==> config.mk <==
export PLATFORM = sky130hd
export DESIGN_NAME = khrt_update
export DESIGN_NICKNAME = d
export VERILOG_FILES = /design/src/sv/khrt_pkg.sv /design/src/sv/khrt_update.sv
export SDC_FILE = /design/constraint.sdc
export NUM_CORES = 1
export LEC_CHECK = 0
export BUFFER_PORTS_ARGS = -buffer_cell sky130_fd_sc_hd__clkbuf_2
export CAP_MARGIN = 5
export CORE_MARGIN = 1.5
export CORE_UTILIZATION = 35
export DETAILED_ROUTE_END_ITERATION = 8
export PLACE_DENSITY = 0.69
export SLEW_MARGIN = 25
export SYNTH_ARGS = -nofsm -noshare
export SYNTH_HDL_FRONTEND = slang
export SYNTH_SLANG_ARGS = --single-unit
==> constraint.sdc <==
create_clock -name vclk -period 10.3
set_input_delay 0.515 -clock vclk [all_inputs]
set_output_delay 0.515 -clock vclk [all_outputs]
set_load 0.01 [all_outputs]
==> src/sv/khrt_pkg.sv <==
`timescale 1ns / 1ps
// Shared types, constants and function codes of the key hold and repeat tracker.
// No dependencies; every other file imports this package.
package khrt_pkg;

  localparam int NUM_KEYS  = 256;
  localparam int KEY_BITS  = 8;
  localparam int TIME_BITS = 32;
  localparam int FRAC_BITS = 8;
  localparam int MULT_BITS = 14;
  localparam int FLAG_BITS = 7;
  localparam int ADDR_BITS = 4;

  localparam logic [MULT_BITS-1:0] MULT_ONE = MULT_BITS'(1 << FRAC_BITS);

  // Reset values of the configuration registers
  localparam logic [TIME_BITS-1:0] HOLD_TIME_RST     = TIME_BITS'(900);
  localparam logic [TIME_BITS-1:0] REPEAT_PERIOD_RST = TIME_BITS'(850);
  localparam logic [MULT_BITS-1:0] MULT_CAP_RST      = MULT_BITS'(12800);

  // Register indexes (byte address divided by four)
  localparam logic [1:0] REG_HOLD_TIME     = 2'd0;
  localparam logic [1:0] REG_REPEAT_PERIOD = 2'd1;
  localparam logic [1:0] REG_MULT_CAP      = 2'd2;

  // Function codes
  localparam logic [3:0] FN_PRESS   = 4'd0;
  localparam logic [3:0] FN_RELEASE = 4'd1;
  localparam logic [3:0] FN_LIVE    = 4'd2;
  localparam logic [3:0] FN_DOWN    = 4'd3;
  localparam logic [3:0] FN_UP      = 4'd4;
  localparam logic [3:0] FN_HELD    = 4'd5;
  localparam logic [3:0] FN_ONCE    = 4'd6;
  localparam logic [3:0] FN_REPEAT  = 4'd7;
  localparam logic [3:0] FN_MULT    = 4'd8;
  localparam logic [3:0] FN_DISARM  = 4'd9;

  // Bit positions in the per-key flag vector
  localparam int F_TRACKED = 0;
  localparam int F_PRESSED = 1;
  localparam int F_DOWN    = 2;
  localparam int F_UP      = 3;
  localparam int F_HELD    = 4;
  localparam int F_ONCE    = 5;
  localparam int F_REP     = 6;

  typedef struct packed {
    logic [3:0]           func;
    logic [KEY_BITS-1:0]  key;
    logic [TIME_BITS-1:0] now;
    logic [TIME_BITS-1:0] hold_override;
    logic                 live_pressed;
  } in_word_t;

  typedef struct packed {
    logic                 flag;
    logic [MULT_BITS-1:0] mult;
  } out_word_t;

  typedef struct packed {
    logic [FLAG_BITS-1:0] flags;
    logic [MULT_BITS-1:0] mult;
    logic [TIME_BITS-1:0] press_time;
    logic [TIME_BITS-1:0] repeat_time;
  } entry_t;

  typedef struct packed {
    logic [TIME_BITS-1:0] hold_time;
    logic [TIME_BITS-1:0] repeat_period;
    logic [MULT_BITS-1:0] mult_cap;
  } cfg_t;

endpackage

==> src/sv/khrt_update.sv <==
`timescale 1ns / 1ps
// Per-word update of one key table entry: flags, timers and repeat multiplier.
// Depends on khrt_pkg.
module khrt_update (
  input  khrt_pkg::in_word_t  item,
  input  khrt_pkg::entry_t    cur,
  input  khrt_pkg::cfg_t      cfg,
  output khrt_pkg::entry_t    nxt,
  output khrt_pkg::out_word_t res
);
  import khrt_pkg::*;

  logic [TIME_BITS-1:0]   thr;
  logic [TIME_BITS-1:0]   press_el;
  logic [TIME_BITS-1:0]   rep_el;
  logic [MULT_BITS:0]     grown;
  logic [MULT_BITS-1:0]   capped;
  logic                   starts;
  logic                   flag;
  entry_t                 e;

  assign thr      = (item.hold_override != '0) ? item.hold_override : cfg.hold_time;
  assign press_el = TIME_BITS'(item.now - cur.press_time);
  assign rep_el   = TIME_BITS'(item.now - cur.repeat_time);
  // x + x/2, one extra bit before saturation
  assign grown    = {1'b0, cur.mult} + {2'b0, cur.mult[MULT_BITS-1:1]};
  assign capped   = (grown > {1'b0, cfg.mult_cap}) ? cfg.mult_cap : grown[MULT_BITS-1:0];
  assign starts   = (item.func >= FN_LIVE) && (item.func <= FN_REPEAT);

  always_comb begin
    e    = cur;
    flag = 1'b0;
    if (starts && !e.flags[F_TRACKED]) begin
      e.flags[F_TRACKED] = 1'b1;
      e.flags[F_PRESSED] = item.live_pressed;
    end
    case (item.func)
      FN_PRESS: begin
        if (e.flags[F_TRACKED]) begin
          e.flags[F_PRESSED] = 1'b1;
          e.flags[F_DOWN]    = 1'b1;
          e.flags[F_HELD]    = 1'b1;
          e.flags[F_ONCE]    = 1'b1;
          e.flags[F_REP]     = 1'b1;
          e.press_time       = item.now;
          e.repeat_time      = item.now;
          e.mult             = MULT_ONE;
        end
      end
      FN_RELEASE: begin
        if (e.flags[F_TRACKED]) begin
          e.flags[F_PRESSED] = 1'b0;
          e.flags[F_HELD]    = 1'b0;
          e.flags[F_ONCE]    = 1'b0;
          e.flags[F_REP]     = 1'b0;
          e.flags[F_UP]      = 1'b1;
          e.mult             = MULT_ONE;
        end
      end
      FN_LIVE: begin
        flag = item.live_pressed;
      end
      FN_DOWN: begin
        flag            = e.flags[F_DOWN];
        e.flags[F_DOWN] = 1'b0;
      end
      FN_UP: begin
        flag          = e.flags[F_UP];
        e.flags[F_UP] = 1'b0;
      end
      FN_HELD: begin
        flag = e.flags[F_PRESSED] && e.flags[F_HELD] && (press_el > thr);
      end
      FN_ONCE: begin
        if (e.flags[F_PRESSED] && e.flags[F_ONCE] && (press_el > thr)) begin
          e.flags[F_ONCE] = 1'b0;
          flag            = 1'b1;
        end
      end
      FN_REPEAT: begin
        if (!e.flags[F_PRESSED]) begin
          e.mult = MULT_ONE;
        end else if (e.flags[F_REP] && (rep_el > cfg.repeat_period)) begin
          e.mult        = capped;
          e.repeat_time = item.now;
          flag          = 1'b1;
        end
      end
      FN_DISARM: begin
        e.flags[F_HELD] = 1'b0;
        e.flags[F_ONCE] = 1'b0;
        e.flags[F_REP]  = 1'b0;
      end
      default: begin
      end
    endcase
  end

  assign nxt      = e;
  assign res.flag = flag;
  assign res.mult = e.mult;

endmodule

---- Word-level counts from Yosys, hierarchy flattened ----
Cells that the tools add are included.
operators by class
  $lt $le $gt $ge ......................... 5
  equal/unequal tests ..................... 8
  muxes and demuxes ....................... 27
  add/sub/neg operators ................... 3
  reductions and logical operators ........ 10
operator list
  kind                                                            count
  two-way mux 32 bit                                              4
  two-way mux 78 bit                                              1
  greater-than comparator 32 bit                                  2
  case mux 32 bit (2 select lines)                                1
  subtractor 32 bit                                               2
  two-way mux 14 bit                                              4
  case mux 14 bit (3 select lines)                                1
  nonzero test 32 bit                                             1
  == test 4 x 3 -> 1 bit, second input constant                   4
  adder 14 x 13 -> 15 bit                                         1
  greater-than comparator 15 x 14 -> 1 bit                        1
  == test 4 x 2 -> 1 bit, second input constant                   2
  logical AND 1 bit                                               7
  case mux 1 bit (2 select lines)                                 3
  case mux 1 bit (3 select lines)                                 2
  case mux 1 bit (6 select lines)                                 1
  two-way mux 1 bit                                               5
  == test 4 x 1 -> 1 bit, second input constant                   1
  == test 4 bit, second input constant                            1
  >= comparator 4 x 2 -> 1 bit, second input constant             1
  less-or-equal comparator 4 x 3 -> 1 bit, second input constant  1
  logical NOT 4 bit                                               1
  two-way mux 2 bit                                               2
  two-way mux 4 bit                                               1
  other kinds (3)                                                 3
word-level totals
  input port bits ......................... 240
  flip-flop bits (word level) ............. 0
  logic and storage cells ................. 53

---- Depth between registers and ports, before layout ----
Gate-level depths: netlist of run 1.
  word-level depth ........................ 8
  depth in mapped cells ................... 22
  mapped depth without buffers ............ 21

---- Worst setup path before layout of run 1 ----
No wires, ideal clock.
  path type ............................... input-to-output
  start ................................... input cur[1] in the netlist's numbering
  end ..................................... output res[10] in the netlist's numbering
  arrival ................................. 4.664 ns
  buffers on the path ..................... 2
  setup slack ............................. 5.121 ns
  data required time ...................... 9.785 ns
  stages on the path ...................... 20
  path through ............................ inv_1 -> ha_1 -> nor2b_1 -> o31a_1 -> o41a_1 -> a41oi_2 -> o21ai_1 -> a2111oi_2 -> o31ai_1 -> xnor2_1 -> ha_1 -> nand4_1 -> or2_2 -> nor3_1 -> o21ai_1 -> a21oi_1 -> nand2b_1 -> clkbuf_1 -> o2bb2ai_1 -> buf_4
RTL lines
  what             RTL line          source
  start, declared  khrt_update.sv:6  input khrt_pkg::entry_t cur,
  end, declared    khrt_update.sv:9  output khrt_pkg::out_word_t res

==> run summary, run 1 <==
Setup crit end kind - output pin
antenna violations before repair - 1
core area - 0.0211 sq mm
CP Data Arrival Time - 5870 ps
share of cells above drive strength 1 - 0.266
HP Class - primary input to output pin
DP HPWL - 22100 um
routed wire length - 25200 um
Die ar. - 0.0225 sq mm
post-cts sizing count - 0
end-of-flow core utilization - 0.446
Die H - 150 um
Syn Area/Cell - 7.06 sq um
Leak - 5.13 nW
Initial DRT Pass Iterations - 5
final number of setup-violating endpoints - 0
crit-path max FO - 22
slew margin rel. - 0.401
Critical Path RT - 9790 ps
register area share after synthesis - 0
status - finished, final reports clean
grt ovf - 0
Setup WS post-layout - 3920 ps
fmax - 0.157 GHz
minimum clock period - 6380 ps
Buffers on Ports - 332
Setup Buffers After CTS - 0
Max VDD drop - 28.4 uV
setup TNS - 0 ps
Routed WL per cell - 15.4 um
final hold vios - 0
RSZ-0062 raised after global routing - false
# hold bufs at CTS - 0
vias per cell - 5.35
Syn-to-layout area delta - 24.4%
pre-CTS setup slack - 3810 ps
Layout Cells excl Fill - 1638
die width - 150 um
gate count after technology mapping - 1071
io pins - 340
Slew @ Worst Pin - 895 ps
GRT Overall Usage - 0.211
critical path class - primary input to output pin
Cell Pwr Density - 64.3 mW/mm^2
antenna diode count - 0
Placer Congestion - 0.933
largest net degree at the start of global routing - 64
net count after synthesis - 1469
FFs & Latches - 0
register area - 0 sq um
smallest hold slack - 1350 ps
vias in the first global route - 8061
warnings from Yosys - 0
DP Cell Count - 1637
CLK BUF - 0
first-pass GRT wire length - 38700 um
Tcrit/Tclk final - 0.620
Iteration-0 DRC Markers - 268
Final ANT Viol Nets - 0
max_cap viols - 0
row cnt - 53
layout net count - 1763
Starting Density - 0.359
max-slew violation count - 0
Critical Path Start Type - primary input
mapped cell area - 0.00756 sq mm
post-synthesis cell type count - 80
total number of vias - 8770
drt drc - 0
## synth_stat cells (3+ instances only)
master / number / area [sq um]
nand3_1: 17 / 85.1
buf_2: 3 / 15.0
o21ai_1: 8 / 40.0
o2111ai_1: 3 / 26.3
o31ai_1: 5 / 37.5
o211a_1: 3 / 30.0
nor2_1: 53 / 199
nand4_1: 23 / 144
o41ai_1: 4 / 35.0
o2bb2ai_1: 12 / 105
o211ai_1: 8 / 60.1
o21a_1: 16 / 120
mux2_2: 4 / 45.0
nor4_1: 15 / 93.8
and4_1: 3 / 26.3
xor2_1: 17 / 149
a221oi_1: 3 / 26.3
fa_1: 3 / 60.1
nand2b_1: 12 / 75.1
a21oi_1: 106 / 531
o22ai_1: 4 / 25.0
buf_1: 4 / 15.0
nor3_1: 20 / 100
or2_2: 3 / 18.8
o21ai_0: 64 / 320
o21bai_1: 8 / 60.1
xnor2_1: 48 / 420
nor2b_1: 13 / 81.3
nor3b_1: 4 / 30.0
ha_1: 155 / 1940
and2_1: 3 / 18.8
mux2_1: 30 / 338
and3_1: 12 / 75.1
a31oi_1: 10 / 62.6
a41oi_1: 3 / 26.3
buf_4: 16 / 120
clkbuf_1: 22 / 82.6
inv_1: 122 / 458
nand2_1: 75 / 282
a211oi_1: 13 / 97.6
mux2i_1: 18 / 180
a21o_1: 57 / 428
## layout make-up
class | instances | area (sq um)
inverters | 122 | 458
well taps | 275 | 344
repair buffers | 337 | 1720
fillers | 2176 | 11700
multi-input cells | 904 | 6890
## metal layers
layer	up-vias	track usage	routed length, um
li1	4534	-	-
met3	28	0.0149	1460
met5	-	0	0
met1	3927	0.273	11200
met4	0	0.0255	340
met2	281	0.389	12200
## through the flow
| stage | total power [mW] | cell area (sq um) |
|---|---|---|
| floorplan | 0.425 | 7560 |
| global placement | 0.590 | 9380 |
| detailed placement | 0.601 | 9380 |
| CTS | 0.604 | 9380 |
| global route | 0.682 | 9410 |
| finish | 0.605 | 9410 |
## worst max-delay path: stages
cell and delay (ps):
clkbuf_2 170, ha_1 310, nor2b_1 140, o31a_1 260
o41a_1 420, a41oi_2 320, o21ai_1 160, a2111oi_2 430
o31ai_1 170, xnor2_1 150, ha_1 300, nand4_1 110
or2_2 320, nor3_1 420, o21ai_1 270, a211oi_2 490
nor2_4 180, buf_16 230, mux2_1 350, clkbuf_2 140
## layout by cell type (no fill, tap or decap), types with 20 or more instances in the layout
cell type    n
nand2_1     75
nor3_1      20
xnor2_1     48
o21ai_0     64
nand4_1     23
inv_1      122
a21oi_1    106
clkbuf_2   332
a21o_1      57
mux2_1      30
ha_1       155
nor2_1      51
## worst paths after layout
kind | to | from | cells past startpoint
worst min-delay path | nxt[30] | cur[30] | 3
worst max-delay path | nxt[17] | item[34] | 20
## cell families (layout without fill, tap and decap cells)
family	Yosys count	in the layout	synth area share
muxes	52	52	0.0744
AOI/OAI and AO/OA	364	364	0.319
buffers and inverters	167	459	0.0913
xor gates and xnor gates	65	65	0.0753
and+or+nand+nor	265	265	0.176
adders and majority gates	158	158	0.264
## power by group
group          internal (mW)  switching [mW]  total (mW)
combinational          0.274           0.331       0.605
clock                      0               0           0
sequential                 0               0           0
Note: power is estimated with default switching activity, not from simulation.
==> run 2: changes to the inputs <==
- clock period: 10.3 -> 6.2 ns (I/O delays scaled with it)
==> run 2 against run 1 <==
Against the previous run: setup slack lost 3500 ps; via count increased by 0.68%; hold slack got worse by 410 ps; core utilization about the same; highest routed layer unchanged; sequential share of layout area unchanged; cell area barely moved; count of clock-buffer cells in the layout stayed put; final cell count increased by 0.18%; non-clock buffer count increased by 3; critical path depth unchanged; critical path type unchanged.
==> run summary, run 2 (synthesis gave the netlist of run 1 again) <==
RSZ-0062 raised after global routing - false
Critical Path RT - 5890 ps
total power - 1.01 mW
count of buffer and inverter cells on the critical path - 3
DP HPWL - 22400 um
FILL cells - 2188
antenna violations before repair - 0
sw power - 0.551 mW
pre-CTS setup slack - 441 ps
Comb power frac - 1.000
io pins - 340
HP Class - primary input to output pin
drt drc - 0
GRT Overall Usage - 0.214
Max VDD drop - 49.8 uV
vias per cell - 5.38
fmax - 0.173 GHz
Cell Pwr Density - 107 mW/mm^2
routed wire length - 25400 um
Leak - 5.13 nW
Critical Path Start Type - primary input
Largest delay share family, worst path - compound AO/OA/AOI/OAI gates
clock group share of total power - 0
Slew @ Worst Pin - 724 ps
Tcrit/Tclk final - 0.931
Layout Cells excl Fill - 1641
Setup crit end kind - output pin
die width - 150 um
crit-path max FO - 19
Iteration-0 DRC Markers - 296
post-cts sizing count - 0
Setup WS post-layout - 428 ps
Initial DRT Pass Iterations - 7
CP peak stage delay - 520 ps
setup TNS - 0 ps
Routed WL per cell - 15.5 um
max_cap viols - 0
multi-input logic area - 0.00689 sq mm
first-pass GRT wire length - 39200 um
slew margin rel. - 0.517
final number of setup-violating endpoints - 0
most frequent cells in the layout - clkbuf_2 (332), ha_1 (155), inv_1 (122)
Sw Share - 0.547
CP Data Arrival Time - 5460 ps
largest net degree at the start of global routing - 64
Buffers on Ports - 332
Critical Path, Cell by Cell - clkbuf_2 > ha_1 > nor2b_1 > o31a_1 > o41a_1 > a41oi_2 > o21ai_1 > a2111oi_2 > o31ai_1 > xnor2_1 > ha_1 > nand4_1 > or2_2 > nor3_1 > o21ai_1 > a211oi_2 > nor2_4 > buf_4 > mux2_1 > clkbuf_2
CLK BUF - 0
register area - 0 sq um
Setup Buffers After CTS - 0
max-slew violation count - 0
Cell Int Power - 0.455 mW
Final ANT Viol Nets - 0
antenna diode count - 0
Placer Congestion - 0.913
Die ar. - 0.0225 sq mm
final hold vios - 0
critical path class - primary input to output pin
Syn-to-layout area delta - 24.5%
master of the slowest instance on the critical path - a211oi_2
most common cell after layout, fill and taps aside - clkbuf_2
share of cells above drive strength 1 - 0.268
grt ovf - 0
total number of vias - 8830
Die H - 150 um
layout net count - 1766
DP Cell Count - 1641
FFs & Latches - 0
vias in the first global route - 8145
core area - 0.0211 sq mm
# hold bufs at CTS - 0
share of power burned in registers - 0
minimum clock period - 5770 ps
Starting Density - 0.359
row cnt - 53
status - finished, final reports clean
-- run 2: changes by cell type in the layout (fill, tap and decap cells not counted), sizes merged --
cell,previous run,this run
buf,5,8
-- run 2: per-layer routing --
layer / vias up / global-route usage / share of wire
met2: 298 / 0.390 / 0.48
met1: 3972 / 0.283 / 0.45
li1: 4540 / - / -
met3: 20 / 0.00823 / 0.048
met4: 0 / 0.0260 / 0.013
met5: - / 0 / 0
-- run 2: area by class of cell --
class	count	area share
multi-input combinational	904	0.732
inverter	122	0.0486
tap	275	0.0365
timing repair buffer	340	0.183
-- run 2: path summary, 6_finish.rpt --
check / from / endpoint / slack, ps / cells past startpoint
worst max-delay path: item[34] / nxt[24] / 430 / 20
worst min-delay path: cur[1] / nxt[1] / 940 / 3
-- run 2: power by group through the flow --
stage               clock network [mW]  logic (mW)  registers (mW)
floorplan                            0       0.706               0
detailed placement                   0        1.00               0
CTS                                  0        1.01               0
global route                         0        1.14               0
finish                               0        1.01               0
global placement                     0       0.981               0
-- run 2: stage by stage --
stage          cell area, sq um  utilization  hold slack (ps)
2_1_floorplan              7560            -              768
3_3_place_gp               9410        0.446              943
3_5_place_dp               9410        0.446              941
4_1_cts                    9410        0.446              944
5_1_grt                    9410        0.446              956
6_report                   9410        0.446              943
==> run 3: changes to the inputs <==
- CELL_PAD_IN_SITES_DETAIL_PLACEMENT: unset -> 1
- CELL_PAD_IN_SITES_GLOBAL_PLACEMENT: unset -> 2
- CORE_ASPECT_RATIO: unset -> 1.4
- CORE_UTILIZATION: 35 -> 26
- PLACE_DENSITY: 0.69 -> 0.92
- SLEW_MARGIN: 25 -> 15
==> run 3 against run 2 <==
Against the previous run: first-iteration DRC count down 11%; core utilization down 11 points; setup slack got worse by 31 ps; flip-flop and latch count unchanged; critical path type unchanged; highest routed layer unchanged; largest power group unchanged; critical endpoint is now nxt[1]; critical path depth is 2 higher; routed wire length increased by 34%; largest cell class unchanged; hold slack gained 14 ps; cell area increased by 1.4%; die area grew 34%.
==> run summary, run 3 (synthesis gave the netlist of run 1 again) <==
Largest delay share family, worst path - compound AO/OA/AOI/OAI gates
Die ar. - 0.0301 sq mm
total number of vias - 9235
die width - 147 um
count of buffer and inverter cells on the critical path - 4
first-pass GRT wire length - 51400 um
Iteration-0 DRC Markers - 264
antenna violations before repair - 1
Initial DRT Pass Iterations - 4
Leak - 5.13 nW
Setup WS post-layout - 397 ps
fmax - 0.172 GHz
Critical Path Start Type - primary input
sw power - 0.598 mW
Placer Congestion - 0.931
slew margin rel. - 0.392
io pins - 340
Die H - 205 um
Sw Share - 0.566
clock group share of total power - 0
DP HPWL - 30100 um
Final ANT Viol Nets - 0
Critical Path, Cell by Cell - clkbuf_2 > inv_1 > ha_1 > inv_1 > fa_1 > a21oi_1 > nand4b_1 > a21oi_1 > o21a_1 > o211ai_1 > nand3b_1 > a41oi_1 > xnor2_1 > ha_1 > nand4_1 > or2_2 > nor3_1 > o21ai_1 > a211oi_2 > nor2_4 > mux2_1 > clkbuf_2
Cell Int Power - 0.459 mW
Placed Area - 0.00953 sq mm
GRT Overall Usage - 0.216
HP Class - primary input to output pin
Setup Buffers After CTS - 0
total power - 1.06 mW
core area - 0.0285 sq mm
master of the slowest instance on the critical path - a211oi_2
vias in the first global route - 9734
most common cell after layout, fill and taps aside - clkbuf_2
Syn-to-layout area delta - 26.2%
register area - 0 sq um
fin area - 0.00955 sq mm
final number of setup-violating endpoints - 0
drt drc - 0
grt ovf - 0
share of power burned in registers - 0
critical path class - primary input to output pin
max-slew violation count - 0
post-cts sizing count - 0
final hold vios - 0
max_cap viols - 0
Routed WL per cell - 19.5 um
Worst Hold Launch - cur[17]
row cnt - 73
Starting Density - 0.265
CP peak stage delay - 630 ps
Worst setup endpoint - nxt[1]
minimum clock period - 5800 ps
origin of the worst setup path - item[33]
Max VDD drop - 46.1 uV
FFs & Latches - 0
Crit. path cell count - 22
status - finished, final reports clean
share of cells above drive strength 1 - 0.268
largest net degree at the start of global routing - 54
setup TNS - 0 ps
Buffers on Ports - 332
vias per cell - 5.30
Setup crit end kind - output pin
most frequent cells in the layout - clkbuf_2 (332), ha_1 (155), inv_1 (122)
Cell Pwr Density - 111 mW/mm^2
Critical Path RT - 5890 ps
pre-CTS setup slack - 303 ps
layout net count - 1766
Comb power frac - 1.000
routed wire length - 34000 um
# hold bufs at CTS - 0
DP Cell Count - 1740
RSZ-0062 raised after global routing - false
crit-path max FO - 16
CP Data Arrival Time - 5490 ps
Layout Cells excl Fill - 1742
CLK BUF - 0
Tcrit/Tclk final - 0.936
Slew @ Worst Pin - 911 ps
run 3: cell types whose count changed in the layout (fill, tap and decap cells not counted):
| cell | delta |
|---|---|
| buf_4 | -1 |
| nor2_4 | +1 |
| diode_2 | +1 |
run 3: worst min path at each step:
stage,end,cells after the start
after CTS,nxt[12],3
after detailed placement,nxt[12],3
after global routing,nxt[32],3
final,nxt[17],3
after global placement,nxt[6],3
after floorplan,nxt[10],1
run 3: through the flow:
stage | hold slack, ps | util
floorplan | 768 | -
CTS | 960 | 0.334
global placement | 948 | 0.334
detailed placement | 952 | 0.334
finish | 957 | 0.335
global route | 978 | 0.335
run 3: power groups by stage:
stage                       clock [mW]  combinational (mW)  sequential [mW]
after global placement               0                1.02                0
after CTS                            0                1.06                0
after detailed placement             0                1.06                0
after global routing                 0                1.18                0
after floorplan                      0               0.706                0
final                     0.0000000216                1.06                0
run 3: layout make-up:
cell class / instances / area [sq um]
fillers: 3708 / 19000
multi-input cells: 905 / 6900
repair buffers: 339 / 1710
well taps: 375 / 469
inverters: 122 / 458
diodes: 1 / 2.50
run 3: worst min-delay path: stages:
cell and delay (ps):
clkbuf_2 90, mux2_1 120, clkbuf_2 130
run 3: layer usage:
metal	share of wire	GRT usage	vias to the layer above
met5	0	0	-
met4	0.043	0.0843	0
met3	0.055	0.0236	56
met2	0.52	0.427	346
met1	0.39	0.230	4313
li1	-	-	4520
